<file path="src/hw/rtl/i8dq_pkg.sv">
// Package for int8_dot_dequantize: payload structs, constants, float helpers.
// No dependencies.
`timescale 1ns / 1ps
package i8dq_pkg;

    localparam int LANES_DEF = 8;
    localparam int MAX_K_DEF = 65536;
    localparam logic [31:0] QNAN = 32'h7FC0_0000;

    typedef struct packed {
        logic [63:0]        weight_bytes;
        logic [63:0]        activation_bytes;
        logic [3:0]         lanes_valid;
        logic               last_item;
        logic signed [7:0]  zero_point;
        logic signed [23:0] row_sum;
        logic [31:0]        weight_scale_bits;
        logic [31:0]        act_scale_bits;
    } t_in;

    typedef struct packed {
        logic [31:0] result_bits;
        logic        length_error;
    } t_out;

    typedef enum logic [2:0] {
        ST_ACC, ST_CONV, ST_MUL1, ST_RND1, ST_MUL2, ST_RND2, ST_OUT
    } t_state;

    // Round a positive magnitude given as (exponent of msb, 48-bit significand
    // with the leading one at bit 47) to binary32, handling subnormal, overflow.
    function automatic logic [31:0] fp_pack(input logic sgn, input logic signed [10:0] e,
                                            input logic [47:0] m);
        logic [72:0]       sh;
        logic [23:0]       kept;
        logic              g, st;
        logic [24:0]       r;
        logic signed [10:0] be;
        logic [5:0]        amt;
        sh = {m, 25'd0};
        be = e + 11'sd127;
        if (be < 11'sd1) begin
            amt = (11'sd1 - be > 11'sd40) ? 6'd40 : 6'(11'sd1 - be);
            sh = sh >> amt;
            be = 11'sd0;
        end
        kept = sh[72:49];
        g = sh[48];
        st = |sh[47:0];
        r = {1'b0, kept} + 25'(g & (st | kept[0]));
        if (r[24]) begin
            r = r >> 1;
            be = be + 11'sd1;
        end else if (be == 11'sd0 && r[23]) begin
            be = 11'sd1;
        end
        if (be >= 11'sd255) fp_pack = {sgn, 8'hFF, 23'd0};
        else fp_pack = {sgn, be[7:0], r[22:0]};
    endfunction

endpackage

</file>
<file path="src/hw/rtl/i8dq_lane.sv">
// One multiply lane: signed byte product, masked by the valid lane count.
// Depends on nothing.
`timescale 1ns / 1ps
module i8dq_lane #(
    parameter int IDX = 0
) (
    input  logic [7:0]         i_w,
    input  logic [7:0]         i_a,
    input  logic [3:0]         i_n,
    output logic signed [16:0] o_prod
);
    logic signed [16:0] p;
    assign p = 17'($signed(i_w) * $signed(i_a));
    assign o_prod = (i_n > 4'(IDX)) ? p : 17'sd0;
endmodule

</file>
<file path="src/hw/rtl/i8dq_fmul.sv">
// binary32 multiply, split: product stage then round/pack stage.
// Depends on i8dq_pkg.
`timescale 1ns / 1ps
module i8dq_fmul (
    input  logic        i_clk,
    input  logic        i_ld,
    input  logic        i_rnd,
    input  logic [31:0] i_a,
    input  logic [31:0] i_b,
    output logic [31:0] o_res
);
    logic [47:0] r_prod, n_prod;
    logic signed [10:0] r_exp, n_exp;
    logic r_sgn, r_spec;
    logic [31:0] r_sval, n_sval, r_res;
    logic [7:0] ea, eb;
    logic [23:0] ma, mb;
    logic na, nb, ia, ib, za, zb, sg;
    logic [5:0] lz;
    logic [47:0] nm;
    always_comb begin
        ea = i_a[30:23]; eb = i_b[30:23];
        ma = {ea != 8'd0, i_a[22:0]}; mb = {eb != 8'd0, i_b[22:0]};
        na = ea == 8'hFF && i_a[22:0] != 23'd0;
        nb = eb == 8'hFF && i_b[22:0] != 23'd0;
        ia = ea == 8'hFF && !na; ib = eb == 8'hFF && !nb;
        za = ma == 24'd0; zb = mb == 24'd0;
        sg = i_a[31] ^ i_b[31];
        n_prod = ma * mb;
        n_exp = 11'(signed'({3'd0, ea} + (ea == 8'd0 ? 11'd1 : 11'd0)))
              + 11'(signed'({3'd0, eb} + (eb == 8'd0 ? 11'd1 : 11'd0))) - 11'sd254 + 11'sd1;
        n_sval = '0;
        if (na || nb || (ia && zb) || (ib && za)) n_sval = i8dq_pkg::QNAN;
        else if (ia || ib) n_sval = {sg, 8'hFF, 23'd0};
        else if (za || zb) n_sval = {sg, 31'd0};
    end
    always_ff @(posedge i_clk) begin
        if (i_ld) begin
            r_prod <= n_prod; r_exp <= n_exp; r_sgn <= sg;
            r_sval <= n_sval; r_spec <= n_sval != 32'd0 || za || zb;
        end
        if (i_rnd) r_res <= r_spec ? r_sval : i8dq_pkg::fp_pack(r_sgn, r_exp - 11'(lz), nm);
    end
    // leading-one normalize of the 48-bit product
    always_comb begin
        lz = 6'd0;
        for (int k = 0; k < 48; k++) if (r_prod[k]) lz = 6'(47 - k);
        nm = r_prod << lz;
    end
    assign o_res = r_res;
endmodule

</file>
<file path="src/hw/rtl/int8_dot_dequantize.sv">
// Top level of the int8 dot product with float dequantize.
// Depends on i8dq_pkg, i8dq_lane, i8dq_fmul.
`timescale 1ns / 1ps
// Each request carries up to LANES byte pairs; the lanes multiply in parallel and an
// adder tree merges them into the running sum, one request per cycle. A request with
// last_item set closes the dot product: after it is taken, new requests stall through
// the convert, two float multiplies (a load and a round state each) and output states,
// longer while an earlier result is still waiting. The result sits in an output
// register until taken; length_error flags more than MAX_K elements.
module int8_dot_dequantize #(
    parameter int LANES = i8dq_pkg::LANES_DEF,
    parameter int MAX_K = i8dq_pkg::MAX_K_DEF
) (
    input  logic             i_clk,
    input  logic             i_rst_n,
    input  logic             i_cfg_valid,
    output logic             o_cfg_ready,
    input  logic             i_cfg_data,
    input  logic             i_valid,
    output logic             o_stall,
    input  i8dq_pkg::t_in    i_data,
    output logic             o_valid,
    input  logic             i_stall,
    output i8dq_pkg::t_out   o_data
);
    localparam int CW = $clog2(MAX_K + 1);
    i8dq_pkg::t_state r_st, n_st;
    logic r_asym;
    logic [31:0] r_acc, n_acc;
    logic [CW-1:0] r_cnt;
    logic r_ovf;
    logic signed [16:0] prod [LANES];
    logic [3:0] nv;
    logic signed [20:0] lsum;
    logic signed [40:0] r_dot;
    logic [31:0] r_ws, r_as, r_conv, r_res, fa, fb;
    logic r_err, r_oval, acc_en, ld, rnd;
    logic [CW:0] cnt_sum;
    logic [40:0] mag;
    logic [5:0] lz;
    logic [47:0] nm;
    logic [31:0] fres;

    assign nv = (i_data.lanes_valid > 4'(LANES)) ? 4'(LANES) : i_data.lanes_valid;
    for (genvar g = 0; g < LANES; g++) begin : g_lane
        i8dq_lane #(.IDX(g)) u_lane (.i_w(i_data.weight_bytes[8*g +: 8]),
            .i_a(i_data.activation_bytes[8*g +: 8]), .i_n(nv), .o_prod(prod[g]));
    end
    always_comb begin
        lsum = '0;
        for (int k = 0; k < LANES; k++) lsum = lsum + 21'(prod[k]);
    end

    assign o_cfg_ready = 1'b1;
    assign o_stall = r_st != i8dq_pkg::ST_ACC;
    assign acc_en = i_valid && !o_stall;
    assign n_acc = r_acc + 32'(lsum);
    assign cnt_sum = (CW+1)'(r_cnt) + (CW+1)'(nv);

    always_comb begin
        n_st = r_st; ld = 1'b0; rnd = 1'b0; fa = r_conv; fb = r_ws;
        unique case (r_st)
            i8dq_pkg::ST_ACC:  if (acc_en && i_data.last_item) n_st = i8dq_pkg::ST_CONV;
            i8dq_pkg::ST_CONV: n_st = i8dq_pkg::ST_MUL1;
            i8dq_pkg::ST_MUL1: begin ld = 1'b1; n_st = i8dq_pkg::ST_RND1; end
            i8dq_pkg::ST_RND1: begin rnd = 1'b1; n_st = i8dq_pkg::ST_MUL2; end
            i8dq_pkg::ST_MUL2: begin ld = 1'b1; fa = fres; fb = r_as; n_st = i8dq_pkg::ST_RND2; end
            i8dq_pkg::ST_RND2: begin rnd = 1'b1; n_st = i8dq_pkg::ST_OUT; end
            i8dq_pkg::ST_OUT:  if (!r_oval || !i_stall) n_st = i8dq_pkg::ST_ACC;
            default:           n_st = i8dq_pkg::ST_ACC;
        endcase
    end

    i8dq_fmul u_fmul (.i_clk(i_clk), .i_ld(ld), .i_rnd(rnd), .i_a(fa), .i_b(fb),
        .o_res(fres));

    // int to float of the corrected dot product
    always_comb begin
        mag = r_dot[40] ? 41'(-r_dot) : 41'(r_dot);
        lz = 6'd0;
        for (int k = 0; k < 41; k++) if (mag[k]) lz = 6'(40 - k);
        nm = {mag << lz, 7'd0};
    end

    always_ff @(posedge i_clk) begin
        if (!i_rst_n) begin
            r_st <= i8dq_pkg::ST_ACC; r_asym <= 1'b0; r_acc <= '0; r_cnt <= '0;
            r_ovf <= 1'b0; r_oval <= 1'b0;
        end else begin
            r_st <= n_st;
            if (i_cfg_valid) r_asym <= i_cfg_data;
            if (acc_en) begin
                if (i_data.last_item) begin
                    r_acc <= '0; r_cnt <= '0; r_ovf <= 1'b0;
                end else begin
                    r_acc <= n_acc;
                    if (cnt_sum > (CW+1)'(MAX_K)) begin
                        r_cnt <= CW'(MAX_K); r_ovf <= 1'b1;
                    end else r_cnt <= cnt_sum[CW-1:0];
                end
            end
            if (o_valid && !i_stall) r_oval <= 1'b0;
            if (r_st == i8dq_pkg::ST_OUT && (!r_oval || !i_stall)) r_oval <= 1'b1;
        end
    end

    always_ff @(posedge i_clk) begin
        if (acc_en && i_data.last_item) begin
            r_dot <= 41'($signed(n_acc)) - (r_asym ? 41'(i_data.zero_point * i_data.row_sum)
                                                   : 41'sd0);
            r_err <= r_ovf || cnt_sum > (CW+1)'(MAX_K);
            r_ws <= i_data.weight_scale_bits; r_as <= i_data.act_scale_bits;
        end
        if (r_st == i8dq_pkg::ST_CONV)
            r_conv <= (mag == 41'd0) ? 32'd0 : i8dq_pkg::fp_pack(r_dot[40], 11'(40 - 32'(lz)), nm);
        if (r_st == i8dq_pkg::ST_OUT && (!r_oval || !i_stall)) r_res <= fres;
    end

    logic r_eout;
    always_ff @(posedge i_clk)
        if (r_st == i8dq_pkg::ST_OUT && (!r_oval || !i_stall)) r_eout <= r_err;

    assign o_valid = r_oval;
    assign o_data = '{result_bits: r_res, length_error: r_eout};

    a_stall_busy: assert property (@(posedge i_clk) disable iff (!i_rst_n)
        (acc_en && i_data.last_item) |=> o_stall) else $error("no stall after last");
    a_cnt_max: assert property (@(posedge i_clk) disable iff (!i_rst_n)
        r_cnt <= CW'(MAX_K)) else $error("count past max");
    a_out_hold: assert property (@(posedge i_clk) disable iff (!i_rst_n)
        (o_valid && i_stall) |=> o_valid) else $error("result dropped");
endmodule
</file>
<file path="config.mk">
export PLATFORM = sky130hd
export DESIGN_NAME = int8_dot_dequantize
export DESIGN_NICKNAME = d
export VERILOG_FILES = /design/src/hw/rtl/i8dq_pkg.sv /design/src/hw/rtl/i8dq_lane.sv /design/src/hw/rtl/i8dq_fmul.sv /design/src/hw/rtl/int8_dot_dequantize.sv
export SDC_FILE = /design/constraint.sdc
export NUM_CORES = 2
export LEC_CHECK = 0
export BUFFER_PORTS_ARGS = -buffer_cell sky130_fd_sc_hd__buf_2
export CAP_MARGIN = 20
export CORE_MARGIN = 2
export CORE_UTILIZATION = 50
export CTS_CLUSTER_DIAMETER = 30
export CTS_CLUSTER_SIZE = 8
export DETAILED_ROUTE_END_ITERATION = 16
export PLACE_DENSITY = 0.75
export SLEW_MARGIN = 5
export SYNTH_ARGS = -nofsm -noshare
export SYNTH_HDL_FRONTEND = slang
export SYNTH_HIERARCHICAL = 1
export SYNTH_SLANG_ARGS = --single-unit
export TNS_END_PERCENT = 20
</file>
<file path="constraint.sdc">
create_clock -name i_clk -period 14.5 [get_ports i_clk]
set_input_delay 0 -clock i_clk [delete_from_list [all_inputs] [get_ports i_clk]]
set_output_delay 0 -clock i_clk [all_outputs]
set_load 0.05 [all_outputs]
</file>
# Word level (Yosys, flattened, before mapping)
# Index checks and enable logic that the tools add are counted.
word_totals:
  ff_bits: 351
classes:
  addsub: 26
  mul: 10
  n_lt_le_gt_ge: 16
  eq_ne: 10
  shift: 4
  muxes: 140
  bitwise: 5
  n_reduce_logical: 49
ops:
  columns: ["cell", "n"]
  rows:
  - ["6-bit two-way mux", 91]
  - ["73-bit two-way mux", 4]
  - ["32-bit two-way mux", 7]
  - ["17-bit two-way mux", 10]
  - ["73-bit by 6-bit right shift with 73-bit output", 2]
  - ["8-bit by 8-bit multiplier with 16-bit output", 8]
  - ["11-bit two-way mux", 10]
  - ["48-bit OR reduction", 2]
  - ["41-bit two-way mux", 2]
  - ["21-bit by 17-bit adder with 21-bit output", 3]
  - ["31-bit two-way mux", 2]
  - ["24-bit zero test", 2]
  - ["24-bit by 24-bit multiplier with 48-bit output", 1]
  - ["48-bit by 6-bit left shift with 48-bit output", 1]
  - ["23-bit two-way mux", 2]
  - ["23-bit nonzero test", 2]
  - ["41-bit zero test", 1]
  - ["41-bit negation", 1]
  - ["41-bit by 6-bit left shift with 41-bit output", 1]
  - ["32-bit by 41-bit subtractor with 41-bit output", 1]
  - ["11-bit by 2-bit adder with 11-bit output (second input constant)", 3]
  - ["32-bit adder", 1]
  - ["8-bit by 24-bit multiplier with 32-bit output", 1]
  - ["32-bit nonzero test", 1]
  - ["other kinds (50)", 101]

# Longest topological paths before layout
depth:
  ltp_word: 67
  mapped_depth: 52
  ltp_nobuf: 52

# Modules after synthesis
# Netlist, hierarchy kept.
modules_own_cells:
  columns: ["module", "instances", "cells_each", "area_per_inst_um2"]
  rows:
  - ["i8dq_fmul", 1, 4049, 33574.7]
  - ["int8_dot_dequantize", 1, 3042, 27601.5]
  - ["i8dq_lane (g_lane[1].u_lane ...)", 2, 306, 2645.0]
  - ["i8dq_lane (g_lane[3].u_lane)", 1, 306, 2655.0]
  - ["i8dq_lane (g_lane[0].u_lane)", 1, 306, 2652.5]
  - ["i8dq_lane (g_lane[7].u_lane)", 1, 305, 2645.0]
  - ["i8dq_lane (g_lane[5].u_lane)", 1, 305, 2638.8]
  - ["i8dq_lane (g_lane[4].u_lane)", 1, 303, 2628.8]
  - ["i8dq_lane (g_lane[6].u_lane)", 1, 303, 2611.3]

# Least setup slack after synthesis
# Ideal clock, no wire load.
synth_timing:
  kind: "in2reg"
  from: "input port i_data[135] in the netlist's numbering"
  to: "register r_dot[32] (data pin)"
  setup_ps: 169
  t_arrival_ps: 10284
  t_required_ps: 14331
  setup_slack_ps: 4046
  path_stages: 46
  path_buffers: 0
  cell_sequence: "and2_1 > fa_1 > inv_1 > fa_1 > inv_1 > fa_1 > inv_1 > fa_1 > inv_1 > ha_1 > a21o_1 > a21oi_2 > nand2_1 > xnor2_1 > nor2_1 > fa_1 > inv_1 > fa_1 > (+10 left out) > xnor2_1 > ha_1 > and2_1 > a31oi_1 > o31ai_1 > o41a_1 > nand4_1 > nand2_1 > nor2_1 > xnor2_1 > ha_1 > and3_1 > a21oi_1 > a21boi_0 > a21oi_1 > o21a_1 > o21a_1 > o31ai_1"
synth_rtl:
  columns: ["item", "line", "text"]
  rows:
  - ["start: declaration", "int8_dot_dequantize.sv:21", "input i8dq_pkg::t_in i_data,"]
  - ["end signal: assignment", "int8_dot_dequantize.sv:109", "r_dot <= 41'($signed(n_acc)) - (r_asym ? 41'(i_data.zero_point * i_data.row_sum)"]
  - ["end: declaration", "int8_dot_dequantize.sv:35", "logic signed [40:0] r_dot;"]

# Worst setup path after layout
layout_timing:
  from: "register u_fmul.r_prod[39]"
  to: "register u_fmul.r_res[3] (netlist: u_fmul/o_res[3]) (data pin)"
layout_between:
  elab_chain_len: 28
  word_cells_on_any_way: 35
  cone_classes: "5 x add/sub; 3 x order compare; 2 x shift; 20 x mux; 2 x bitwise; 3 x reduce/logical"
layout_lines:
  columns: ["item", "line", "text"]
  rows:
  - ["start: declaration", "i8dq_fmul.sv:12", "logic [47:0] r_prod, n_prod;"]
  - ["start signal: assignment", "i8dq_fmul.sv:39", "r_prod <= n_prod; r_exp <= n_exp; r_sgn <= sg;"]
  - ["6-bit two-way mux (9 in series)", "i8dq_fmul.sv:47", "for (int k = 0; k < 48; k++) if (r_prod[k]) lz = 6'(47 - k);"]
  - ["11-bit by 6-bit subtractor with 11-bit output", "i8dq_fmul.sv:42", "if (i_rnd) r_res <= r_spec ? r_sval : i8dq_pkg::fp_pack(r_sgn, r_exp - 11'(lz), nm);"]
  - ["11-bit by 8-bit adder with 11-bit output", "i8dq_pkg.sv:41", "be = e + 11'sd127;"]
  - ["2-bit by 11-bit subtractor with 11-bit output", "i8dq_pkg.sv:43", "amt = (11'sd1 - be > 11'sd40) ? 6'd40 : 6'(11'sd1 - be);"]
  - ["11-bit by 7-bit > comparator with 1-bit output", "i8dq_pkg.sv:43", null]
  - ["6-bit two-way mux", "i8dq_pkg.sv:43", null]
  - ["73-bit by 6-bit right shift with 73-bit output", "i8dq_pkg.sv:44", "sh = sh >> amt;"]
  - ["73-bit two-way mux", "i8dq_pkg.sv:42", "if (be < 11'sd1) begin"]
  - ["(+4 left out)", null, null]
  - ["24-bit by 25-bit adder with 25-bit output", "i8dq_pkg.sv:50", "r = {1'b0, kept} + 25'(g & (st | kept[0]));"]
  - ["1-bit logical AND", "i8dq_pkg.sv:54", "end else if (be == 11'sd0 && r[23]) begin"]
  - ["11-bit two-way mux", "i8dq_pkg.sv:54", null]
  - ["11-bit two-way mux", "i8dq_pkg.sv:51", "if (r[24]) begin"]
  - ["11-bit two-way mux", "i8dq_fmul.sv:42", null]
  - ["11-bit by 9-bit >= comparator with 1-bit output", "i8dq_pkg.sv:57", "if (be >= 11'sd255) fp_pack = {sgn, 8'hFF, 23'd0};"]
  - ["31-bit two-way mux (*)", "i8dq_pkg.sv:57", null]
  - ["32-bit two-way mux (*)", "i8dq_fmul.sv:42", null]
  - ["end signal: assignment", "i8dq_fmul.sv:42", null]
  - ["end: declaration", "i8dq_fmul.sv:15", "logic [31:0] r_sval, n_sval, r_res;"]
# Mark *: on every way between the ends. The rest lies on a longest branch, timed or not. The select of a mux whose other input is x is not followed.
# A chain may end at the register's enable or synchronous reset.

==> run metrics <==
status finished, final reports clean; routed wire length 261000 microns; Critical Path End Type flop; synthesized area per cell between 8 and 9 sq um; detailed-route wire length per cell between 20 and 25 microns; Antenna Nets Post-Route 0; HP Class in -> reg; Hold Path Sink r_ws[3]; RSZ-0062 raised after global routing no; EDFF count, synth approximately 270; initial antenna violation count 7; vias roughly 71000; grt ovf 0; CP max stage cell a21oi_4; flop-to-flop setup slack ~3.0 ns; Critical Path RT 14.98 ns; CTS sink count between 300 and 400; DRC violations left 0; Yosys reg bits 322; Worst-Margin Slew around 1.2 ns; largest net degree at the start of global routing 80; Max stage delay on crit path between 0.7 and 0.8 ns; GRT Util Overall 0.307; Die Wd just over 400 microns; H-tree depth 3; fin nets about 12000; Worst Skew 0.0353 ns; Die Y just over 400 microns; Clock Latency Late Sink between 0.6 and 0.7 ns; 1st-iter DRT viols between 6000 and 7000; CP startpoint kind flop; FF-to-FF path depth 29; TritonCTS buffer count between 70 and 80; Fin Setup TNS 0 ns; Tcrit/Tclk final 0.796; CTS tree done; Synth Instances roughly 9500; Final Max Tran Viols 0; WHS Path Cells 2; Syn-to-layout area delta 7.86%; post-synthesis async set-or-reset flop share 0; core area between 150000 and 200000 sq um; Detail Placement HPWL about 210000 microns; IO buf count roughly 270; first-pass GRT wire length just over 400000 microns; Yosys cell types ~150; ys flop type edfxtp_1; MaxCap Viol Count 0; Fin. Hold Viols 0; crit-path max FO 36; WS Path Type reg -> reg; synthesized area roughly 80000 sq um; Bufs on Longest Clock Path 3; Worst Min Path Start i_data[35]; reg-to-reg startpoint u_fmul/r_prod[39]; vias per cell ~6; Root Driver clkbuf_16; final setup fails 0; Synth Net Count approximately 12000; Seq/Total Area, Yosys 0.111; Pre-Repair DR Iteration Count 7; Rel. slew slack 0.188; Resize count post-CTS 0; CTS clk-pin slew, worst paths approximately 0.050 ns; GPL Wtd Cong between 1 and 1.5; share of layout cells above drive strength 1 0.0883; vias in the first global route between 70000 and 80000; Worst R2R End u_fmul/o_res[3]; Critical Path AT about 12 ns; Fmax between 0.08 and 0.09 GHz; Yosys warnings 6; Tmin final between 10 and 15 ns; I/O pin cnt ~270; die area around 170000 sq um; Initial Utilization 0.504; # rows about 150
==> final cells by class <==
type                    count  area (sq um)
fillers                 14800         74400
multi-input cells        7197         65300
flip-flops and latches    322          9120
inverters                1594          5990
repair buffers            443          2860
well taps                2175          2720
clock buffers              83          1950
clock inverters            54           785
diodes                      2          5.00
==> synthesized netlist by cell type, drive strengths merged (102+ instances only) <==
cell	instances	share of area
mux2	102	0.014
nor2b	114	0.0087
xnor2	252	0.027
and2	701	0.053
nand2	888	0.041
buf	182	0.013
a211oi	118	0.012
fa	1186	0.29
ha	597	0.091
xor2	106	0.011
o211ai	109	0.010
a21oi	382	0.025
nor3	251	0.017
inv	1593	0.073
o21ai	332	0.021
nand3	201	0.012
nor2	487	0.023
edfxtp	267	0.097
clkbuf	236	0.011
==> cells by family (layout without fill, tap and decap cells) <==
family	count (synthesis)	in the layout	share of synthesized area
XOR/XNOR	358	358	0.0387
AO/OA/AOI/OAI	1739	1739	0.151
other	1	3	0.0000456
adder cells (fa/ha/maj)	1783	1783	0.379
flip-flops	322	322	0.111
multiplexers	190	190	0.0256
buffers and inverters	2012	2174	0.0966
AND/OR/NAND/NOR	3126	3126	0.198
==> cells in the final DEF (no fill, tap or decap), types with 95 or more instances in the layout <==
cell / netlist / final
fa_1: 1186 / 1186
o211ai_1: 101 / 101
buf_4: 34 / 98
mux2_2: 95 / 95
ha_1: 597 / 597
edfxtp_1: 267 / 267
o21ai_0: 251 / 251
nor2_1: 473 / 470
and2_1: 700 / 700
xor2_1: 106 / 106
a211oi_1: 98 / 98
buf_2: 106 / 269
xnor2_1: 245 / 244
nor3_1: 230 / 230
a21oi_1: 364 / 360
nor2b_1: 114 / 113
nand2_1: 886 / 886
inv_1: 1584 / 1584
nand3_1: 198 / 198
==> worst max path at each step <==
stage                     slack [ns]         startpoint              end
after global routing            2.42        i_data[119]        r_dot[34]
after global placement          2.85        i_data[119]        r_dot[40]
after floorplan                 4.05        i_data[135]        r_dot[32]
after CTS                       3.19        i_data[119]        r_dot[34]
after detailed placement        2.56        i_data[119]        r_dot[34]
final                           2.96  u_fmul/r_prod[39]  u_fmul/o_res[3]
==> worst max-delay path: cells and delay by family, from the launching register on <==
kind	cells	cell delay, ns
fa+ha+maj	3	1.20
compound gates	11	3.58
simple gates	11	4.22
buf+inv	3	1.05
flops	1	0.53
xor+xnor	1	0.71
==> timing repair <==
item                                   CTS  global route
setup endpoints to repair                0             0
hold buffers                            74             0
endpoints found under the hold margin  108             0
setup buffers                            0             0
==> layer usage <==
| metal | track usage | part of all wire | vias to the layer above |
|---|---|---|---|
| li1 | - | - | 32000 |
| met1 | 0.401 | 0.41 | 35200 |
| met2 | 0.498 | 0.46 | 3435 |
| met3 | 0.0574 | 0.086 | 683 |
| met4 | 0.132 | 0.048 | 10 |
| met5 | 0 | 0.00026 | - |
==> registers in the layout (all words and copies together), names as in the netlist, 3 cells and up <==
name,flops
r_conv,32
r_ws,32
r_res,32
u_fmul/o_res,32
r_st,3
r_cnt,17
u_fmul/r_sval,3
u_fmul/r_exp,11
r_as,32
u_fmul/r_prod,48
r_dot,41
r_acc,32
==> through the flow <==
stage | hold WS, ns | std cells | area, sq um | setup WS, ns | util
2_1_floorplan | 0.0989 | 9531 | 82300 | 4.05 | -
3_3_place_gp | 0.178 | 11700 | 85300 | 2.85 | 0.523
3_5_place_dp | 0.178 | 11700 | 85300 | 2.56 | 0.523
4_1_cts | 0.000490 | 11900 | 88700 | 3.19 | 0.544
5_1_grt | 0.0175 | 11900 | 88800 | 2.42 | 0.544
6_report | 0.0297 | 11900 | 88800 | 2.96 | 0.544
Power is left out: the tool's default activity adds up to more than one toggle a clock period on the data nets, which glitch-free logic cannot reach.
